### config.mk
export PLATFORM = sky130hd
export DESIGN_NAME = sweep_object_segmenter
export DESIGN_NICKNAME = d
export VERILOG_FILES = /design/src/sv/sos_pkg.sv /design/src/sv/sweep_object_segmenter.sv /design/src/sv/sos_div.sv
export SDC_FILE = /design/constraint.sdc
export NUM_CORES = 1
export LEC_CHECK = 0
export ABC_AREA = 1
export ABC_CLOCK_PERIOD_IN_PS = 5600
export BUFFER_PORTS_ARGS = -buffer_cell sky130_fd_sc_hd__buf_2
export CAP_MARGIN = 20
export CELL_PAD_IN_SITES_DETAIL_PLACEMENT = 0
export CELL_PAD_IN_SITES_GLOBAL_PLACEMENT = 1
export CORE_MARGIN = 4
export CORE_UTILIZATION = 40
export CTS_CLUSTER_SIZE = 28
export DETAILED_ROUTE_END_ITERATION = 16
export PLACE_DENSITY = 0.75
export SLEW_MARGIN = 20
export SYNTH_ARGS = -nofsm -noshare
export SYNTH_HDL_FRONTEND = slang
export SYNTH_HIERARCHICAL = 1
export SYNTH_SLANG_ARGS = --single-unit
### constraint.sdc
create_clock -name i_clk -period 5.6 [get_ports i_clk]
set_input_delay 0.84 -clock i_clk [delete_from_list [all_inputs] [get_ports i_clk]]
set_output_delay 0.84 -clock i_clk [all_outputs]
set_load 0.05 [all_outputs]
### src/sv/sos_pkg.sv
// Shared widths, codes and reset values for the sweep object segmenter.
// No dependencies; every other file of the block refers to this package.
`timescale 1ns / 1ps

package sos_pkg;

    // Field widths.
    localparam int ANGLE_W = 8;
    localparam int DIST_W  = 12;
    localparam int WIDTH_W = 8;
    localparam int ID_W    = 4;
    localparam int KIND_W  = 2;
    localparam int SUM_W   = 19;
    localparam int CNT_W   = 7;
    localparam int CFG_IDX_W  = 3;
    localparam int CFG_DATA_W = 12;

    // Run accumulation limits.
    localparam logic [SUM_W-1:0] SUM_MAX    = '1;
    localparam int               CNT_HW_MAX = 127;
    localparam logic [DIST_W-1:0] AVG_MAX   = '1;

    // Default sweep length bound.
    localparam int DEF_MAX_SWEEP_POINTS = 128;

    // Configuration register indexes.
    localparam logic [CFG_IDX_W-1:0] REG_VALID_MIN      = 3'd0;
    localparam logic [CFG_IDX_W-1:0] REG_VALID_MAX      = 3'd1;
    localparam logic [CFG_IDX_W-1:0] REG_OBJECT_LIMIT   = 3'd2;
    localparam logic [CFG_IDX_W-1:0] REG_JUMP_THRESHOLD = 3'd3;
    localparam logic [CFG_IDX_W-1:0] REG_MIN_WIDTH      = 3'd4;
    localparam logic [CFG_IDX_W-1:0] REG_OBJ_QUOTA      = 3'd5;

    // Configuration reset values.
    localparam logic [DIST_W-1:0]  RST_VALID_MIN      = 12'd32;
    localparam logic [DIST_W-1:0]  RST_VALID_MAX      = 12'd4000;
    localparam logic [DIST_W-1:0]  RST_OBJECT_LIMIT   = 12'd1600;
    localparam logic [DIST_W-1:0]  RST_JUMP_THRESHOLD = 12'd240;
    localparam logic [WIDTH_W-1:0] RST_MIN_WIDTH      = 8'd4;
    localparam logic [ID_W-1:0]    RST_OBJ_QUOTA      = 4'd10;

    // Result kinds.
    localparam logic [KIND_W-1:0] KIND_OBJECT    = 2'd0;
    localparam logic [KIND_W-1:0] KIND_SMALLEST  = 2'd1;
    localparam logic [KIND_W-1:0] KIND_NO_TARGET = 2'd2;

endpackage

### src/sv/sweep_object_segmenter.sv
// Top level of the sweep object segmenter: sequencer, run state and result register.
// Depends on sos_pkg and instantiates the serial divider sos_div.
`timescale 1ns / 1ps

// The segmenter takes one range sweep point per transfer and is busy until every
// result caused by that point has been transferred out, so o_in_stall stays high
// meanwhile. A point that closes no reportable object and is not the last point
// is only accepted and evaluated. A point that closes a reported object runs
// the run's distance sum through a serial divider that yields one quotient bit per
// cycle, and then waits on the output side; the last point adds the final state
// and one more output transfer for the final result.
// Configuration writes are taken in every cycle (o_cfg_ready is always high) and
// apply from the next point on; they should only be issued while no point is in
// work. At most two results follow one point: the object, then the final result
// of the sweep, which carries o_last high.
module sweep_object_segmenter #(
    parameter int MAX_SWEEP_POINTS = sos_pkg::DEF_MAX_SWEEP_POINTS
) (
    input  logic                              i_clk,
    input  logic                              i_rst_n,
    // Input point channel.
    input  logic                              i_in_valid,
    output logic                              o_in_stall,
    input  logic [sos_pkg::ANGLE_W-1:0]       i_angle,
    input  logic [sos_pkg::DIST_W-1:0]        i_distance,
    input  logic                              i_last_point,
    // Result channel.
    output logic                              o_out_valid,
    input  logic                              i_out_stall,
    output logic [sos_pkg::KIND_W-1:0]        o_kind,
    output logic [sos_pkg::ID_W-1:0]          o_object_id,
    output logic [sos_pkg::ANGLE_W-1:0]       o_mid_angle,
    output logic [sos_pkg::WIDTH_W-1:0]       o_object_width,
    output logic [sos_pkg::DIST_W-1:0]        o_avg_distance,
    output logic                              o_last,
    // Configuration write channel.
    input  logic                              i_cfg_valid,
    output logic                              o_cfg_ready,
    input  logic [sos_pkg::CFG_IDX_W-1:0]     i_cfg_index,
    input  logic [sos_pkg::CFG_DATA_W-1:0]    i_cfg_data
);

    // The run length counter saturates at the smaller of the sweep bound less one
    // and what the counter can hold.
    localparam int CNT_CAP = (MAX_SWEEP_POINTS - 1 < sos_pkg::CNT_HW_MAX)
                             ? (MAX_SWEEP_POINTS - 1) : sos_pkg::CNT_HW_MAX;

    // Sequencer states.
    localparam logic [2:0] S_IDLE = 3'd0;
    localparam logic [2:0] S_EVAL = 3'd1;
    localparam logic [2:0] S_DIV  = 3'd2;
    localparam logic [2:0] S_OUT  = 3'd3;
    localparam logic [2:0] S_FIN  = 3'd4;

    logic [2:0] r_state;

    // Configuration registers.
    logic [sos_pkg::DIST_W-1:0]  r_valid_min, r_valid_max, r_object_limit, r_jump_threshold;
    logic [sos_pkg::WIDTH_W-1:0] r_min_width;
    logic [sos_pkg::ID_W-1:0]    r_obj_quota;

    // Point held while it is worked on.
    logic [sos_pkg::ANGLE_W-1:0] r_ang;
    logic [sos_pkg::DIST_W-1:0]  r_dist;
    logic                        r_last;

    // Sweep state.
    logic                        r_inside;
    logic [sos_pkg::ANGLE_W-1:0] r_run_start;
    logic [sos_pkg::SUM_W-1:0]   r_sum;
    logic [sos_pkg::CNT_W-1:0]   r_count;
    logic [sos_pkg::DIST_W-1:0]  r_prev_dist;
    logic [sos_pkg::ANGLE_W-1:0] r_prev_ang;
    logic [sos_pkg::ID_W-1:0]    r_objects_found;
    logic [sos_pkg::WIDTH_W-1:0] r_best_width;
    logic [sos_pkg::ANGLE_W-1:0] r_best_angle;
    logic [sos_pkg::ID_W-1:0]    r_best_id;

    // Object waiting on the divider.
    logic [sos_pkg::ID_W-1:0]    r_pend_id;
    logic [sos_pkg::ANGLE_W-1:0] r_pend_ctr;
    logic [sos_pkg::WIDTH_W-1:0] r_pend_width;

    // Result register.
    logic                        r_out_valid;
    logic [sos_pkg::KIND_W-1:0]  r_out_kind;
    logic [sos_pkg::ID_W-1:0]    r_out_id;
    logic [sos_pkg::ANGLE_W-1:0] r_out_ctr;
    logic [sos_pkg::WIDTH_W-1:0] r_out_width;
    logic [sos_pkg::DIST_W-1:0]  r_out_avg;
    logic                        r_out_last;

    // Evaluation of the held point against the sweep state.
    logic                        is_obj;
    logic                        jump;
    logic                        run_end;
    logic                        qualify;
    logic [sos_pkg::SUM_W:0]     sum_add;
    logic [sos_pkg::SUM_W-1:0]   n_sum;
    logic [sos_pkg::CNT_W-1:0]   n_count;
    logic [sos_pkg::WIDTH_W-1:0] run_width;
    logic [sos_pkg::ANGLE_W:0]   ang_sum;
    logic [sos_pkg::ANGLE_W-1:0] run_ctr;
    logic [sos_pkg::ID_W-1:0]    n_id;

    logic                        in_xfer, out_xfer, cfg_xfer;
    logic                        div_start, div_busy, div_done;
    logic [sos_pkg::SUM_W-1:0]   div_quo;
    logic [sos_pkg::DIST_W-1:0]  avg_capped;

    assign in_xfer  = i_in_valid && !o_in_stall;
    assign out_xfer = r_out_valid && !i_out_stall;
    assign cfg_xfer = i_cfg_valid && o_cfg_ready;

    always_comb begin
        is_obj = (r_dist >= r_valid_min) && (r_dist <= r_valid_max)
                 && (r_dist < r_object_limit);
        jump   = {1'b0, r_dist} > ({1'b0, r_prev_dist} + {1'b0, r_jump_threshold});
        sum_add = {1'b0, r_sum} + (sos_pkg::SUM_W + 1)'(r_dist);
        n_sum   = r_sum;
        n_count = r_count;
        if (is_obj) begin
            n_sum = sum_add[sos_pkg::SUM_W] ? sos_pkg::SUM_MAX : sum_add[sos_pkg::SUM_W-1:0];
            if (r_count < sos_pkg::CNT_W'(CNT_CAP)) begin
                n_count = r_count + 1'b1;
            end
        end
        // The run's end angle is the angle of the point before the one ending it.
        run_width = (r_prev_ang >= r_run_start) ? (r_prev_ang - r_run_start)
                                                : (r_run_start - r_prev_ang);
        ang_sum   = {1'b0, r_run_start} + {1'b0, r_prev_ang};
        run_ctr   = ang_sum[sos_pkg::ANGLE_W:1];
        run_end   = r_inside && (!is_obj || r_last || jump);
        qualify   = run_end && (run_width >= r_min_width)
                    && (r_objects_found < r_obj_quota);
        n_id      = r_objects_found + 1'b1;
    end

    // The divider is started from the updated sum and count as the run closes.
    assign div_start = (r_state == S_EVAL) && qualify;

    sos_div u_div (
        .i_clk      (i_clk),
        .i_rst_n    (i_rst_n),
        .i_start    (div_start),
        .i_dividend (n_sum),
        .i_divisor  (n_count),
        .o_busy     (div_busy),
        .o_done     (div_done),
        .o_quotient (div_quo)
    );

    assign avg_capped = (div_quo[sos_pkg::SUM_W-1:sos_pkg::DIST_W] != '0)
                        ? sos_pkg::AVG_MAX : div_quo[sos_pkg::DIST_W-1:0];

    // Configuration registers.
    always_ff @(posedge i_clk) begin
        if (!i_rst_n) begin
            r_valid_min      <= sos_pkg::RST_VALID_MIN;
            r_valid_max      <= sos_pkg::RST_VALID_MAX;
            r_object_limit   <= sos_pkg::RST_OBJECT_LIMIT;
            r_jump_threshold <= sos_pkg::RST_JUMP_THRESHOLD;
            r_min_width      <= sos_pkg::RST_MIN_WIDTH;
            r_obj_quota      <= sos_pkg::RST_OBJ_QUOTA;
        end else if (cfg_xfer) begin
            case (i_cfg_index)
                sos_pkg::REG_VALID_MIN:      r_valid_min      <= i_cfg_data;
                sos_pkg::REG_VALID_MAX:      r_valid_max      <= i_cfg_data;
                sos_pkg::REG_OBJECT_LIMIT:   r_object_limit   <= i_cfg_data;
                sos_pkg::REG_JUMP_THRESHOLD: r_jump_threshold <= i_cfg_data;
                sos_pkg::REG_MIN_WIDTH:      r_min_width <= i_cfg_data[sos_pkg::WIDTH_W-1:0];
                sos_pkg::REG_OBJ_QUOTA:      r_obj_quota <= i_cfg_data[sos_pkg::ID_W-1:0];
                default: ;
            endcase
        end
    end

    // Sequencer, sweep state and result register.
    always_ff @(posedge i_clk) begin
        if (!i_rst_n) begin
            r_state         <= S_IDLE;
            r_inside        <= 1'b0;
            r_run_start     <= '0;
            r_sum           <= '0;
            r_count         <= '0;
            r_prev_dist     <= '0;
            r_prev_ang      <= '0;
            r_objects_found <= '0;
            r_best_width    <= '0;
            r_best_angle    <= '0;
            r_best_id       <= '0;
            r_last          <= 1'b0;
            r_out_valid     <= 1'b0;
        end else begin
            case (r_state)
                S_IDLE: begin
                    if (in_xfer) begin
                        r_ang   <= i_angle;
                        r_dist  <= i_distance;
                        r_last  <= i_last_point;
                        r_state <= S_EVAL;
                    end
                end
                S_EVAL: begin
                    if (!r_inside) begin
                        if (is_obj) begin
                            r_inside    <= 1'b1;
                            r_run_start <= r_ang;
                            r_sum       <= sos_pkg::SUM_W'(r_dist);
                            r_count     <= sos_pkg::CNT_W'(1);
                        end
                    end else begin
                        r_sum   <= n_sum;
                        r_count <= n_count;
                        if (run_end) begin
                            r_inside <= 1'b0;
                        end
                    end
                    if (qualify) begin
                        r_pend_id       <= n_id;
                        r_pend_ctr      <= run_ctr;
                        r_pend_width    <= run_width;
                        r_objects_found <= n_id;
                        // Ties keep the earlier object.
                        if ((r_objects_found == '0) || (run_width < r_best_width)) begin
                            r_best_width <= run_width;
                            r_best_angle <= run_ctr;
                            r_best_id    <= n_id;
                        end
                    end
                    r_prev_dist <= r_dist;
                    r_prev_ang  <= r_ang;
                    if (qualify) begin
                        r_state <= S_DIV;
                    end else if (r_last) begin
                        r_state <= S_FIN;
                    end else begin
                        r_state <= S_IDLE;
                    end
                end
                S_DIV: begin
                    if (div_done) begin
                        r_out_valid <= 1'b1;
                        r_out_kind  <= sos_pkg::KIND_OBJECT;
                        r_out_id    <= r_pend_id;
                        r_out_ctr   <= r_pend_ctr;
                        r_out_width <= r_pend_width;
                        r_out_avg   <= avg_capped;
                        r_out_last  <= 1'b0;
                        r_state     <= S_OUT;
                    end
                end
                S_FIN: begin
                    // Load the final result of the sweep and start a new sweep.
                    r_out_valid <= 1'b1;
                    r_out_last  <= 1'b1;
                    r_out_avg   <= '0;
                    if (r_objects_found != '0) begin
                        r_out_kind  <= sos_pkg::KIND_SMALLEST;
                        r_out_id    <= r_best_id;
                        r_out_ctr   <= r_best_angle;
                        r_out_width <= r_best_width;
                    end else begin
                        r_out_kind  <= sos_pkg::KIND_NO_TARGET;
                        r_out_id    <= '0;
                        r_out_ctr   <= '0;
                        r_out_width <= '0;
                    end
                    r_inside        <= 1'b0;
                    r_run_start     <= '0;
                    r_sum           <= '0;
                    r_count         <= '0;
                    r_prev_dist     <= '0;
                    r_prev_ang      <= '0;
                    r_objects_found <= '0;
                    r_best_width    <= '0;
                    r_best_angle    <= '0;
                    r_best_id       <= '0;
                    r_last          <= 1'b0;
                    r_state         <= S_OUT;
                end
                S_OUT: begin
                    if (out_xfer) begin
                        r_out_valid <= 1'b0;
                        r_state     <= r_last ? S_FIN : S_IDLE;
                    end
                end
                default: begin
                    r_state     <= S_IDLE;
                    r_out_valid <= 1'b0;
                end
            endcase
        end
    end

    assign o_in_stall     = (r_state != S_IDLE);
    assign o_out_valid    = r_out_valid;
    assign o_kind         = r_out_kind;
    assign o_object_id    = r_out_id;
    assign o_mid_angle    = r_out_ctr;
    assign o_object_width = r_out_width;
    assign o_avg_distance = r_out_avg;
    assign o_last         = r_out_last;
    assign o_cfg_ready    = 1'b1;

    // A result is only ever presented while the sequencer waits on the output.
    a_out_in_out_state: assert property (@(posedge i_clk) disable iff (!i_rst_n)
        r_out_valid |-> (r_state == S_OUT))
        else $error("result valid outside the output state");

    // The divider only runs while the sequencer waits for it.
    a_div_in_div_state: assert property (@(posedge i_clk) disable iff (!i_rst_n)
        div_busy |-> (r_state == S_DIV))
        else $error("divider busy outside the divide state");

    // An open run always has at least one point, so the divisor is never zero.
    a_run_count_nonzero: assert property (@(posedge i_clk) disable iff (!i_rst_n)
        r_inside |-> (r_count != '0))
        else $error("open run with zero point count");

    // The final result of a sweep leaves the sweep state cleared.
    a_sweep_cleared: assert property (@(posedge i_clk) disable iff (!i_rst_n)
        (out_xfer && r_out_last) |=> ((r_objects_found == '0) && !r_inside))
        else $error("sweep state not cleared after final result");

    // Object results always carry a one-based id.
    a_object_id_nonzero: assert property (@(posedge i_clk) disable iff (!i_rst_n)
        (r_out_valid && (r_out_kind == sos_pkg::KIND_OBJECT)) |-> (r_out_id != '0))
        else $error("object result with zero id");

endmodule

### src/sv/sos_div.sv
// Restoring serial divider, one quotient bit per cycle, for the run average.
// Depends on sos_pkg for the sum and count widths.
`timescale 1ns / 1ps

module sos_div (
    input  logic                       i_clk,
    input  logic                       i_rst_n,
    input  logic                       i_start,
    input  logic [sos_pkg::SUM_W-1:0]  i_dividend,
    input  logic [sos_pkg::CNT_W-1:0]  i_divisor,
    output logic                       o_busy,
    output logic                       o_done,
    output logic [sos_pkg::SUM_W-1:0]  o_quotient
);

    localparam int STEP_W = $clog2(sos_pkg::SUM_W);

    logic                      r_busy, n_busy;
    logic                      r_done, n_done;
    logic [STEP_W-1:0]         r_step, n_step;
    logic [sos_pkg::SUM_W-1:0] r_num, n_num;
    logic [sos_pkg::SUM_W-1:0] r_quo, n_quo;
    logic [sos_pkg::CNT_W-1:0] r_den, n_den;
    logic [sos_pkg::CNT_W-1:0] r_rem, n_rem;
    logic [sos_pkg::CNT_W:0]   rem_shift;
    logic                      fits;

    always_comb begin
        rem_shift = {r_rem, r_num[sos_pkg::SUM_W-1]};
        fits      = rem_shift >= {1'b0, r_den};
        n_busy = r_busy;
        n_done = 1'b0;
        n_step = r_step;
        n_num  = r_num;
        n_quo  = r_quo;
        n_den  = r_den;
        n_rem  = r_rem;
        if (i_start) begin
            n_busy = 1'b1;
            n_step = STEP_W'(sos_pkg::SUM_W - 1);
            n_num  = i_dividend;
            n_den  = i_divisor;
            n_rem  = '0;
            n_quo  = '0;
        end else if (r_busy) begin
            n_num = {r_num[sos_pkg::SUM_W-2:0], 1'b0};
            n_quo = {r_quo[sos_pkg::SUM_W-2:0], fits};
            n_rem = fits ? sos_pkg::CNT_W'(rem_shift - {1'b0, r_den})
                         : rem_shift[sos_pkg::CNT_W-1:0];
            if (r_step == '0) begin
                n_busy = 1'b0;
                n_done = 1'b1;
            end else begin
                n_step = r_step - 1'b1;
            end
        end
    end

    always_ff @(posedge i_clk) begin
        if (!i_rst_n) begin
            r_busy <= 1'b0;
            r_done <= 1'b0;
        end else begin
            r_busy <= n_busy;
            r_done <= n_done;
        end
        r_step <= n_step;
        r_num  <= n_num;
        r_quo  <= n_quo;
        r_den  <= n_den;
        r_rem  <= n_rem;
    end

    assign o_busy     = r_busy;
    assign o_done     = r_done;
    assign o_quotient = r_quo;

endmodule
## After elaboration in Yosys (flattened, before gate mapping)

Index checks and enable logic that the tools add are counted.

| operators by class | value |
|---|---|
| add/subtract/negate cells | 9 |
| multiply operators | 0 |
| divide/modulo/power cells | 0 |
| magnitude comparators | 10 |
| eq/ne operators | 17 |
| shifts and indexed selects | 0 |
| multiplexer cells | 66 |
| bitwise operators | 4 |
| reductions and logical operators | 44 |

Operators with widths:

| cell | count |
|---|---|
| $mux 19 | 6 |
| $pmux 8 s2 | 6 |
| $mux 8 | 11 |
| $pmux 12 s2 | 2 |
| $pmux 19 s2 | 1 |
| $mux 7 | 5 |
| $mux 12 | 2 |
| $pmux 4 s2 | 3 |
| $reduce_and 3->1 | 7 |
| $add 19x12->20 | 1 |
| $mux 4 | 5 |
| $reduce_and 2->1 | 10 |
| $ge 8x8->1 | 2 |
| $sub 8x8->8 | 2 |
| $mux 3 | 5 |
| $pmux 3 s5 | 1 |
| $pmux 7 s2 | 1 |
| $add 12x12->13 | 1 |
| $gt 12x13->1 | 1 |
| $eq 3x2->1 const B | 4 |
| $ge 12x12->1 | 1 |
| $le 12x12->1 | 1 |
| $lt 12x12->1 | 1 |
| $mux 1 | 11 |
| 31 further kinds | 60 |

| storage, ports and cells | value |
|---|---|
| bits in registers | 278 |
| bits in latches | 0 |
| bits in writable memories | 0 |
| memory bits (read-only) | 0 |
| input port bits | 41 |
| output and inout port bits | 38 |
| logic and storage cells | 187 |
| memories | 0 |

## Depth between registers and ports, before layout

Gate-level depths: netlist of run 1.

| depth | value |
|---|---|
| depth in word-level cells | 11 |
| mapped depth | 29 |
| depth with buffers taken out | 27 |

## Modules after synthesis

Netlist of run 1, hierarchy kept.

Modules (own cells, without submodules):

| module | times used | cells each | area each (um2) | sequential area each (um2) |
|---|---|---|---|---|
| sweep_object_segmenter | 1 | 1655 | 12786.0 | 5134.9 |
| sos_div | 1 | 317 | 2661.3 | 1441.4 |

## Worst setup path before layout of run 1

OpenSTA, ideal clock, no wires.

| path | value |
|---|---|
| kind | input to register |
| start point | input i_out_stall |
| end point | register r_out_avg, in the netlist o_avg_distance[0], enable pin |
| setup time | 0.515 ns |
| arrival time | 4.587 ns |
| required time | 5.085 ns |
| slack | 0.499 ns |
| cell stages on the path | 4 |
| buffers on the path | 0 |
| cells stage by stage | inv_1 a21oi_1 or2_2 nor4_1 |

RTL lines:

| what | RTL line | RTL |
|---|---|---|
| start, declared | sweep_object_segmenter.sv:29 | `input logic i_out_stall,` |
| end signal, assigned | sweep_object_segmenter.sv:248 | `r_out_avg <= avg_capped;` |
| end, declared | sweep_object_segmenter.sv:90 | `logic [sos_pkg::DIST_W-1:0] r_out_avg;` |

## Worst setup path after layout of run 1

| path | value |
|---|---|
| start point | register r_run_start[1] (netlist bit) |
| end point | register u_div/r_num[4] (netlist bit), data pin |

| between the ends | value |
|---|---|
| longest elaborated chain between the ends | 7 |

RTL lines:

| what | RTL line | RTL |
|---|---|---|
| start, declared | sweep_object_segmenter.sv:69 | `logic [sos_pkg::ANGLE_W-1:0] r_run_start;` |
| start signal, assigned | sweep_object_segmenter.sv:208 | `r_run_start <= r_ang;` |
| $sub 8x8->8 (tied with other cells) | sweep_object_segmenter.sv:130 | `: (r_run_start - r_prev_ang);` |
| $mux 8 (*) | sweep_object_segmenter.sv:129 | `run_width = (r_prev_ang >= r_run_start) ? (r_prev_ang - r_run_start)` |
| named net run_width, one bit | sweep_object_segmenter.sv:101 | `logic [sos_pkg::WIDTH_W-1:0] run_width;` |
| $ge 8x8->1 (*) | sweep_object_segmenter.sv:134 | `qualify = run_end && (run_width >= r_min_width)` |
| $logic_and 1x1->1 (*) | sweep_object_segmenter.sv:134 |  |
| $logic_and 1x1->1 (*) | sweep_object_segmenter.sv:135 | `&& (r_objects_found < r_obj_quota);` |
| $logic_and 1x1->1 (*) | sweep_object_segmenter.sv:140 | `assign div_start = (r_state == S_EVAL) && qualify;` |
| named net div_start | sweep_object_segmenter.sv:107 | `logic div_start, div_busy, div_done;` |
| $mux 19 (*) | sos_div.sv:38 | `if (i_start) begin` |
| named net u_div.n_num, one bit | sos_div.sv:21 | `logic [sos_pkg::SUM_W-1:0] r_num, n_num;` |
| end signal, assigned | sos_div.sv:68 | `r_num <= n_num;` |
| end, declared | sos_div.sv:21 |  |

The timed path passes the listed nets; every way through them passes the cells marked *.
A chain may end at the register's enable or synchronous reset.

==> metrics.md, run 1 <==
| Metric | Value |
|---|---|
| Status | `completed` |
| Minimum hold slack | `0.4455 ns` |
| Design Area, Final | `17320 sq um` |
| EDFF count, synth | `101` |
| Final worst-path cycle share | `0.8301` |
| Area fraction in compound gates after synthesis | `0.1365` |
| Worst endpoint required time | `5.92 ns` |
| Root Driver | `clkbuf_16` |
| Pleak | `7.836 nW` |
| Hold Fails Final Rpt | `0` |
| Final cell count without fillers | `2562` |
| Peak VDD IR | `0.0002310 V` |
| FF+latch count, synth | `278` |
| Die footprint | `41830 sq um` |
| Post-DP HPWL | `28190 um` |
| Share of post-route cells with drive strength above 1 | `0.08922` |
| Simple-gate share of the synthesized area | `0.2138` |
| I/O Pins | `79` |
| CP arrival | `4.97 ns` |
| Pins Over Slew Limit | `0` |
| WS Path Type | `flop to flop` |
| Synth Instances | `1972` |
| Cts repair resizes | `0` |
| Via density | `4.884` |
| Register area share after synthesis | `0.4257` |
| H-tree Lvls | `1` |
| TNS Setup | `0 ns` |
| Total number of vias | `12.51k` |
| DP Area | `16240 sq um` |
| Maximum root-to-sink buffer count | `3` |
| Post-synth cell types | `59` |
| Fmax | `215.1 MHz` |
| Vias in the first global route | `12.16k` |
| Clk Latency, worst-skew pair | `0.57 ns` |
| Slew @ Worst Pin | `1.011 ns` |
| Final #Nets | `2198` |
| Initial DRC count | `604` |
| First-pass GRT wire length | `62670 um` |
| Core area | `37840 sq um` |
| Dpl cells | `2505` |
| CP max FO | `34` |
| Final setup violating endpoints | `0` |
| Syn Nets | `2143` |
| Slew HR | `0.3237` |
| Setup Buffers After CTS | `0` |
| Final Wtd Congestion | `0.8927` |
| Worst Skew | `0.008674 ns` |
| Crit path capture type | `flop` |
| Initial Util | `0.4082` |
| # clock sinks | `278` |
| Die H | `204.5 um` |
| Worst slack at placement | `0.9049 ns` |
| Mapped Area | `15450 sq um` |
| Pin count of the biggest net entering global routing | `79` |
| Hold Path Class | `input port to flop` |
| Combinational family with the most area after synthesis | `simple AND/OR/NAND/NOR gates` |
| Top_reg_cell synth | `dfxtp_1` |
| Ys async rst share | `0` |
| Post-synthesis adder-cell area fraction | `0.1082` |
| Min cycle time layout | `4.648 ns` |
| WL final | `38380 um` |
| Unrepaired setup endpoints after global routing | `no` |
| Routed wire per std cell | `14.98 um` |
| PortBufs | `77` |
| PnR worst setup slack | `0.9517 ns` |
| Syn_area_per_cell | `7.833 sq um` |
| Number of buffers created by CTS | `31` |
| MaxCap Viol Count | `0` |
| All-Layer GR Usage | `0.1823` |
| Drc violations | `0` |
| Initial antenna violation count | `0` |
| CTS tree | `done` |
| Area Overhead vs Synth | `12.15%` |
| Startpoint Class | `flop` |
| Antenna cells | `0` |
| Die Width | `204.5 um` |
| YS warnings | `6` |
| Row cnt | `71` |
| Cts hold-fix bufs | `0` |
| Drt pass-1 iters | `4` |
| Routed Antenna Nets | `0` |
| Pwr/cell area | `408.4 nW/um^2` |
| Global route total overflow | `0` |
| XOR/XNOR share of the synthesized area | `0.02155` |
| Mux share of post-synthesis cell area | `0.0006480` |
| Worst-path clk slew | `0.06 ns` |
## stage by stage
stage,power (mW),util
floorplan,4.414,-
global placement,4.931,0.4291
detailed placement,4.974,0.4292
CTS,7.151,0.4578
global route,7.617,0.4578
finish,7.075,0.4578
## layout make-up
| class | instances | area (sq um) |
|---|---|---|
| Sequential cell | 278 | 6576 |
| Tap cell | 511 | 639.4 |
| Clock inverter | 16 | 236.5 |
| Multi-Input combinational cell | 1331 | 7441 |
| Inverter | 296 | 1111 |
| Fill cell | 3866 | 20520 |
| Clock buffer | 41 | 844.6 |
| Timing Repair Buffer | 89 | 475.5 |
## power breakdown
part           internal [mW]  switching, mW
Clock                   1.33          0.824
Sequential              2.41          0.169
Combinational          0.825           1.52
## metal layers
layer  wire length (um)  track usage  share of wire  vias to the layer above
li1                   -            -              -                     6543
met1              18340       0.2434           0.48                     5748
met5                  0            0              0                        -
met2              17980       0.3142           0.47                      164
met4                902      0.04547          0.023                        0
met3               1159      0.02422          0.030                       59
## worst max-delay path, cell delays in order (launching register included)
cell,delay (ns)
dfxtp_1,0.49
inv_1,0.13
fa_1,0.52
nand2_1,0.10
nand2_1,0.07
nand2_1,0.09
o2111ai_2,0.27
inv_2,0.19
nand2_1,0.06
nand2_1,0.10
inv_1,0.08
ha_1,0.29
nand2_1,0.07
nor2_1,0.13
nand4_1,0.09
o2111ai_1,0.11
nand2_1,0.08
inv_1,0.08
nand4_2,0.19
inv_1,0.26
buf_4,0.38
inv_1,0.38
nand2_1,0.15
nand2_1,0.06
## kinds of logic (layout without fill, tap and decap cells)
kind of cell             after synthesis  in the layout
flip-flops                           278            278
adder cells (fa/ha/maj)              130            130
AND/OR/NAND/NOR                      790            790
buffers and inverters                363            442
AO/OA/AOI/OAI                        371            371
XOR/XNOR                              38             38
multiplexers                           1              1
other                                  1              1
## Yosys cell counts (all sizes together), types with 2 or more instances
master / number / area share
o21ai: 107 / 0.035
or2: 10 / 0.0042
nor2: 136 / 0.037
o211ai: 22 / 0.011
o221ai: 3 / 0.0017
o2111ai: 2 / 0.0015
a21o: 6 / 0.0029
a22o: 12 / 0.0068
a21oi: 182 / 0.061
o22ai: 17 / 0.0069
nor3: 10 / 0.0032
o21a: 3 / 0.0015
ha: 124 / 0.10
nand3b: 5 / 0.0024
and2: 5 / 0.0020
xor2: 28 / 0.016
a31oi: 5 / 0.0024
nand4: 17 / 0.0073
nand2: 508 / 0.12
a21boi: 2 / 0.0012
nor4: 3 / 0.0012
nand3: 93 / 0.031
xnor2: 10 / 0.0057
dfxtp: 177 / 0.23
fa: 6 / 0.0078
edfxtp: 101 / 0.20
o31ai: 2 / 0.00097
clkbuf: 41 / 0.010
buf: 26 / 0.011
inv: 295 / 0.072
o21bai: 7 / 0.0034
## cell usage in the layout, fill, tap and decap left out, types with 6 or more instances in the layout
master	count
nand3_1	91
nor2_1	126
buf_4	12
dfxtp_1	177
nor3_1	10
nand4_1	16
clkbuf_16	32
fa_1	6
xnor2_1	10
o211ai_1	22
or2_2	8
inv_2	10
edfxtp_1	101
bufinv_16	6
buf_2	77
o21bai_1	7
xor2_1	28
a21o_1	6
o21ai_0	101
a21oi_1	178
inv_1	285
clkbuf_1	8
o22ai_1	17
nand2_1	503
a22o_1	12
ha_1	124
## final timing paths
| path | start | endpoint | slack (ns) | cells past startpoint |
|---|---|---|---|---|
| max reg2reg | r_run_start[1]$_SDFFE_PN0P_ | u_div/r_num[4]$_DFFE_PP_ | 0.95 | 23 |
| min reg2reg | u_div/o_quotient[18]$_SDFFE_PP0P_ | u_div/o_quotient[18]$_SDFFE_PP0P_ | 0.46 | 2 |
| max | r_run_start[1]$_SDFFE_PN0P_ | u_div/r_num[4]$_DFFE_PP_ | 0.95 | 23 |
| min | i_distance[8] | r_dist[8]$_DFFE_PP_ | 0.45 | 1 |
## flip-flops by register name, indices dropped and copies added, names as in the netlist, 12 cells and up
signal            cells
r_valid_max          12
u_div/o_quotient     19
r_jump_threshold     12
u_div/r_num          19
r_object_limit       12
o_avg_distance       12
r_sum                19
r_dist               12
r_prev_dist          12
r_valid_min          12
Note: power is estimated with default switching activity, not from simulation.
==> run 2: changes to the inputs <==
- ABC_CLOCK_PERIOD_IN_PS: 5600 -> 4600
- clock period: 5.6 -> 4.6 ns (I/O delays scaled with it)
==> metrics.md, run 2 (same netlist as run 1, synthesis figures left out) <==
| Metric | Value |
|---|---|
| Status | `completed` |
| Pin count of the biggest net entering global routing | `79` |
| Cts hold-fix bufs | `0` |
| Top Usage Layer GRT | `met2` |
| R2R Path End | `u_div/r_num[1]$_DFFE_PP_` |
| Worst R2R Setup Slack | `0.43 ns` |
| Routed wire per std cell | `14.90 um` |
| Die footprint | `41830 sq um` |
| Drt pass-1 iters | `5` |
| Final setup violating endpoints | `0` |
| Met3 Track Usage GR | `0.02295` |
| Slew HR | `0.2975` |
| Drc violations | `0` |
| GR Layer Usage met2 | `0.3089` |
| CP max FO | `19` |
| Total number of vias | `12.69k` |
| Commonest non-fill, non-tap cells in the layout | `503 x nand2_1, 283 x inv_1, 178 x a21oi_1` |
| FF-to-FF path depth | `24` |
| Worst hold path endpoint | `r_dist[6]$_DFFE_PP_` |
| Initial DRC count | `710` |
| CTS tree | `done` |
| MaxCap Viol Count | `0` |
| H-tree Lvls | `1` |
| Vias in the first global route | `12.04k` |
| Routed Antenna Nets | `0` |
| Min cycle time layout | `4.166 ns` |
| Worst reg2reg startpoint | `r_run_start[0]$_SDFFE_PN0P_` |
| Maximum root-to-sink buffer count | `3` |
| Root Driver | `clkbuf_16` |
| Hold Path Class | `input port to flop` |
| First-pass GRT wire length | `62470 um` |
| Die H | `204.5 um` |
| TNS Setup | `0 ns` |
| Hold Fails Final Rpt | `0` |
| Post-DP HPWL | `28160 um` |
| I/O Pins | `79` |
| Share of post-route cells with drive strength above 1 | `0.09845` |
| Final worst-path cycle share | `0.9055` |
| Pwr/cell area | `501.1 nW/um^2` |
| Crit path capture type | `flop` |
| Initial antenna violation count | `0` |
| Minimum hold slack | `0.2839 ns` |
| Initial Util | `0.4082` |
| # clock sinks | `278` |
| Clk Latency, worst-skew pair | `0.58 ns` |
| Area Overhead vs Synth | `13.20%` |
| Die Width | `204.5 um` |
| Final #Nets | `2208` |
| Peak VDD IR | `0.0003085 V` |
| Via density | `4.930` |
| All-Layer GR Usage | `0.1817` |
| Worst Skew | `0.01905 ns` |
| WS Path Type | `flop to flop` |
| Pins Over Slew Limit | `0` |
| Unrepaired setup endpoints after global routing | `no` |
| Slew @ Worst Pin | `1.045 ns` |
| Global route total overflow | `0` |
| Final Wtd Congestion | `0.8729` |
| Number of buffers created by CTS | `31` |
| WL final | `38340 um` |
| Row cnt | `71` |
| Core area | `37840 sq um` |
| Worst hold start | `i_distance[6]` |
| PortBufs | `77` |
| Pleak | `7.899 nW` |
| Fmax | `240.1 MHz` |
| Startpoint Class | `flop` |
| Met1 Resource Use GR | `0.2445` |
| Power, Total | `8.762 mW` |
| Antenna cells | `0` |
| CP arrival | `4.47 ns` |
| Worst endpoint required time | `4.91 ns` |
| Most common cell after layout, fill and taps aside | `nand2_1` |
| Worst-path clk slew | `0.06 ns` |
| Worst Hold Depth | `1` |
## run 2: timing repair
action	CTS	global route
resized for setup	0	5
setup buffers	0	4
endpoints found under the setup margin	0	59
## run 2: cell type report
type | instances | area (sq um)
fillers | 3824 | 20360
clock inverters | 19 | 279.0
multi-input cells | 1331 | 7467
clock buffers | 39 | 855.8
repair buffers | 98 | 543.0
flip-flops and latches | 278 | 6576
well taps | 511 | 639.4
inverters | 296 | 1119
repair inverters | 1 | 7.507
## run 2: how the worst max path moves through the flow
stage / start / depth (start not counted) / slack, ns / to
2_1_floorplan: r_run_start[1]$_SDFFE_PN0P_ / 23 / 0.41 / u_div/r_num[0]$_SDFFCE_PN0P_
3_3_place_gp: r_run_start[0]$_SDFFE_PN0P_ / 23 / 0.30 / u_div/r_num[6]$_DFFE_PP_
3_5_place_dp: r_run_start[0]$_SDFFE_PN0P_ / 23 / 0.21 / u_div/r_num[13]$_DFFE_PP_
4_1_cts: r_run_start[0]$_SDFFE_PN0P_ / 23 / 0.21 / u_div/r_num[12]$_DFFE_PP_
5_1_grt: r_run_start[3]$_SDFFE_PN0P_ / 25 / 0.06 / u_div/r_num[1]$_DFFE_PP_
6_report: r_run_start[0]$_SDFFE_PN0P_ / 24 / 0.43 / u_div/r_num[1]$_DFFE_PP_
## run 2: through the flow
step,cell area (sq um),utilization,cells,setup WS (ns)
after CTS,17430,0.4605,2568,0.2066
after global routing,17490,0.4621,2573,0.06458
after global placement,16290,0.4305,2510,0.2998
after detailed placement,16290,0.4305,2510,0.2120
after floorplan,15450,-,1972,0.4133
final,17490,0.4621,2573,0.4345
## run 2: worst max-delay path, stage by stage, from the launching register on
cell,delay (ns)
dfxtp_1,0.38
ha_1,0.25
inv_1,0.07
fa_1,0.45
nand2_1,0.10
nand2_1,0.07
nand2_1,0.11
o2111ai_4,0.21
inv_2,0.16
or2_1,0.11
o21a_2,0.16
ha_1,0.25
inv_1,0.06
nor2_1,0.03
o21ai_0,0.15
nand2_1,0.08
nand2_1,0.06
o2111ai_1,0.13
nand2_1,0.11
inv_1,0.06
nand4_2,0.12
clkinvlp_4,0.23
nor2_4,0.28
inv_2,0.06
buf_4,0.22
## run 2: layer usage
metal | vias to the layer above | routed length [um]
li1 | 6565 | -
met3 | 62 | 1247
met5 | - | 0
met2 | 208 | 17910
met4 | 0 | 1084
met1 | 5851 | 18100
## run 2: power breakdown
| part | leakage (nW) | internal [mW] | total [mW] | switching [mW] |
|---|---|---|---|---|
| registers | 2.35 | 2.93 | 3.13 | 0.205 |
| clock network | 0.551 | 1.66 | 2.72 | 1.06 |
| logic | 5.00 | 1.03 | 2.91 | 1.88 |
==> run 3: changes to the inputs <==
- RECOVER_POWER: default -> 25
==> metrics.md, run 3 (same netlist as run 1, synthesis figures left out) <==
| Metric | Value |
|---|---|
| Worst Skew | `0.02073 ns` |
| H-tree Lvls | `1` |
| First-pass GRT wire length | `62470 um` |
| CP arrival | `4.47 ns` |
| Unrepaired setup endpoints after global routing | `no` |
| Buf/Inv on CP | `7` |
| Core area | `37840 sq um` |
| Die footprint | `41830 sq um` |
| # clock sinks | `278` |
| Maximum root-to-sink buffer count | `3` |
| I/O Pins | `79` |
| Hold Path Class | `input port to flop` |
| Root Driver | `clkbuf_16` |
| Status | `finished, violations left` |
| Global route total overflow | `0` |
| Die H | `204.5 um` |
| Worst endpoint required time | `4.91 ns` |
| Hold Fails Final Rpt | `0` |
| Crit path capture type | `flop` |
| Pleak | `7.845 nW` |
| MaxCap Viol Count | `3` |
| Initial Util | `0.4082` |
| CP max stage cell | `fa_1` |
| Slew HR | `-1.317` |
| Antenna cells | `0` |
| Pin count of the biggest net entering global routing | `79` |
| Vias in the first global route | `12.04k` |
| CTS tree | `done` |
| Via density | `4.918` |
| Crit path depth | `23` |
| Routed wire per std cell | `14.93 um` |
| Failing checks | `max-capacitance violations, max-slew violations` |
| Post-DP HPWL | `28160 um` |
| Origin of the worst setup path | `r_run_start[1]$_SDFFE_PN0P_` |
| Total number of vias | `12.66k` |
| Cts hold-fix bufs | `0` |
| Fmax | `240.5 MHz` |
| WS Path Type | `flop to flop` |
| Final Wtd Congestion | `0.8729` |
| Row cnt | `71` |
| Share of post-route cells with drive strength above 1 | `0.08826` |
| Pins Over Slew Limit | `186` |
| Final worst-path cycle share | `0.9039` |
| CP max FO | `19` |
| Dpl cells | `2510` |
| Most used cell along the critical path | `nand2_1` |
| Most common cell after layout, fill and taps aside | `nand2_1` |
| Peak VDD IR | `0.0003066 V` |
| Number of buffers created by CTS | `31` |
| Drt pass-1 iters | `5` |
| All-Layer GR Usage | `0.1817` |
| Final cell count without fillers | `2573` |
| Final setup violating endpoints | `0` |
| FF-to-FF path depth | `23` |
| Drc violations | `0` |
| Min cycle time layout | `4.158 ns` |
| WL final | `38420 um` |
| Worst-path clk slew | `0.06 ns` |
| Crit path cell chain | `inv_1 -> fa_1 -> nand2_1 -> nand2_1 -> nand2_1 -> o2111ai_4 -> inv_2 -> or2_1 -> o21a_2 -> ha_1 -> inv_1 -> nor2_1 -> o21ai_0 -> nand2_1 -> nand2_1 -> o2111ai_1 -> nand2_1 -> inv_1 -> nand4_2 -> clkinvlp_4 -> nor2_4 -> inv_2 -> buf_4` |
| Fillers | `3835` |
| Die Width | `204.5 um` |
| Max stage delay on crit path | `0.52 ns` |
| Top cell family by delay on the critical path | `simple AND/OR/NAND/NOR gates` |
| Commonest non-fill, non-tap cells in the layout | `503 x nand2_1, 284 x inv_1, 178 x a21oi_1` |
| PortBufs | `77` |
| R2R Path End | `u_div/r_num[1]$_DFFE_PP_` |
| Worst reg2reg startpoint | `r_run_start[1]$_SDFFE_PN0P_` |
| Final #Nets | `2208` |
| Crit path capture | `u_div/r_num[1]$_DFFE_PP_` |
| Clk Latency, worst-skew pair | `0.59 ns` |
| Initial antenna violation count | `0` |
| Slew @ Worst Pin | `3.476 ns` |
| TNS Setup | `0 ns` |
| Worst R2R Setup Slack | `0.44 ns` |
| Routed Antenna Nets | `0` |
| Pwr/cell area | `502.2 nW/um^2` |
| Worst Hold Depth | `1` |
| Area Overhead vs Synth | `12.98%` |
| Startpoint Class | `flop` |
| Initial DRC count | `717` |
[run 3: cell type report]
type	count	area, sq um	area share
clock inverters	19	279.0	0.01599
well taps	511	639.4	0.03664
clock buffers	39	855.8	0.04904
repair inverters	1	7.507	0.0004302
inverters	296	1119	0.06410
flip-flops and latches	278	6576	0.3768
multi-input cells	1331	7467	0.4279
repair buffers	98	508.0	0.02911
[run 3: worst min-delay path by stage]
stage | start | end | slack, ns
2_1_floorplan | u_div/o_quotient[18]$_SDFFE_PP0P_ | u_div/o_quotient[18]$_SDFFE_PP0P_ | 0.43
3_3_place_gp | r_object_limit[1]$_SDFFE_PN0P_ | r_object_limit[1]$_SDFFE_PN0P_ | 0.45
3_5_place_dp | r_object_limit[3]$_SDFFE_PN0P_ | r_object_limit[3]$_SDFFE_PN0P_ | 0.45
4_1_cts | i_distance[3] | r_dist[3]$_DFFE_PP_ | 0.25
5_1_grt | i_distance[3] | r_dist[3]$_DFFE_PP_ | 0.26
6_report | i_distance[6] | r_dist[6]$_DFFE_PP_ | 0.28
[run 3: worst reg2reg max path: stages, from the launching register on]
cell        delay (ns)
dfxtp_1           0.49
inv_1             0.13
fa_1              0.52
nand2_1           0.10
nand2_1           0.07
nand2_1           0.11
o2111ai_4         0.21
inv_2             0.16
or2_1             0.11
o21a_2            0.16
ha_1              0.25
inv_1             0.06
nor2_1            0.03
o21ai_0           0.14
nand2_1           0.08
nand2_1           0.06
o2111ai_1         0.13
nand2_1           0.11
inv_1             0.06
nand4_2           0.12
clkinvlp_4        0.23
nor2_4            0.28
inv_2             0.06
buf_4             0.22
[run 3: power by group]
group	leakage (nW)	internal [mW]	total, mW	switching (mW)
Combinational	4.95	1.03	2.90	1.87
Sequential	2.35	2.93	3.14	0.205
Clock	0.551	1.66	2.72	1.06
Total	7.85	5.62	8.76	3.14
[run 3: timing repair]
item                                    4_1_cts  5_1_grt
endpoints found under the setup margin        0       59
resized for setup                             0        5
setup buffers                                 0        4
endpoints found under the hold margin         0        0
[run 3: routing by layer]
metal / global-route usage / wire length, um
met1: 0.2445 / 18230
met2: 0.3089 / 18000
met3: 0.02295 / 1115
met4: 0.05145 / 1076
met5: 0 / 0
[run 3: per-stage QoR]
step / instance area [sq um] / power [mW] / util / hold WS [ns] / setup WS (ns)
floorplan: 15450 / 5.375 / - / 0.4300 / 0.4133
global placement: 16290 / 6.034 / 0.4305 / 0.4497 / 0.2998
detailed placement: 16290 / 6.077 / 0.4305 / 0.4540 / 0.2120
CTS: 17430 / 8.844 / 0.4605 / 0.2493 / 0.2066
global route: 17450 / 9.434 / 0.4612 / 0.2561 / 0.06458
finish: 17450 / 8.764 / 0.4612 / 0.2820 / 0.4420
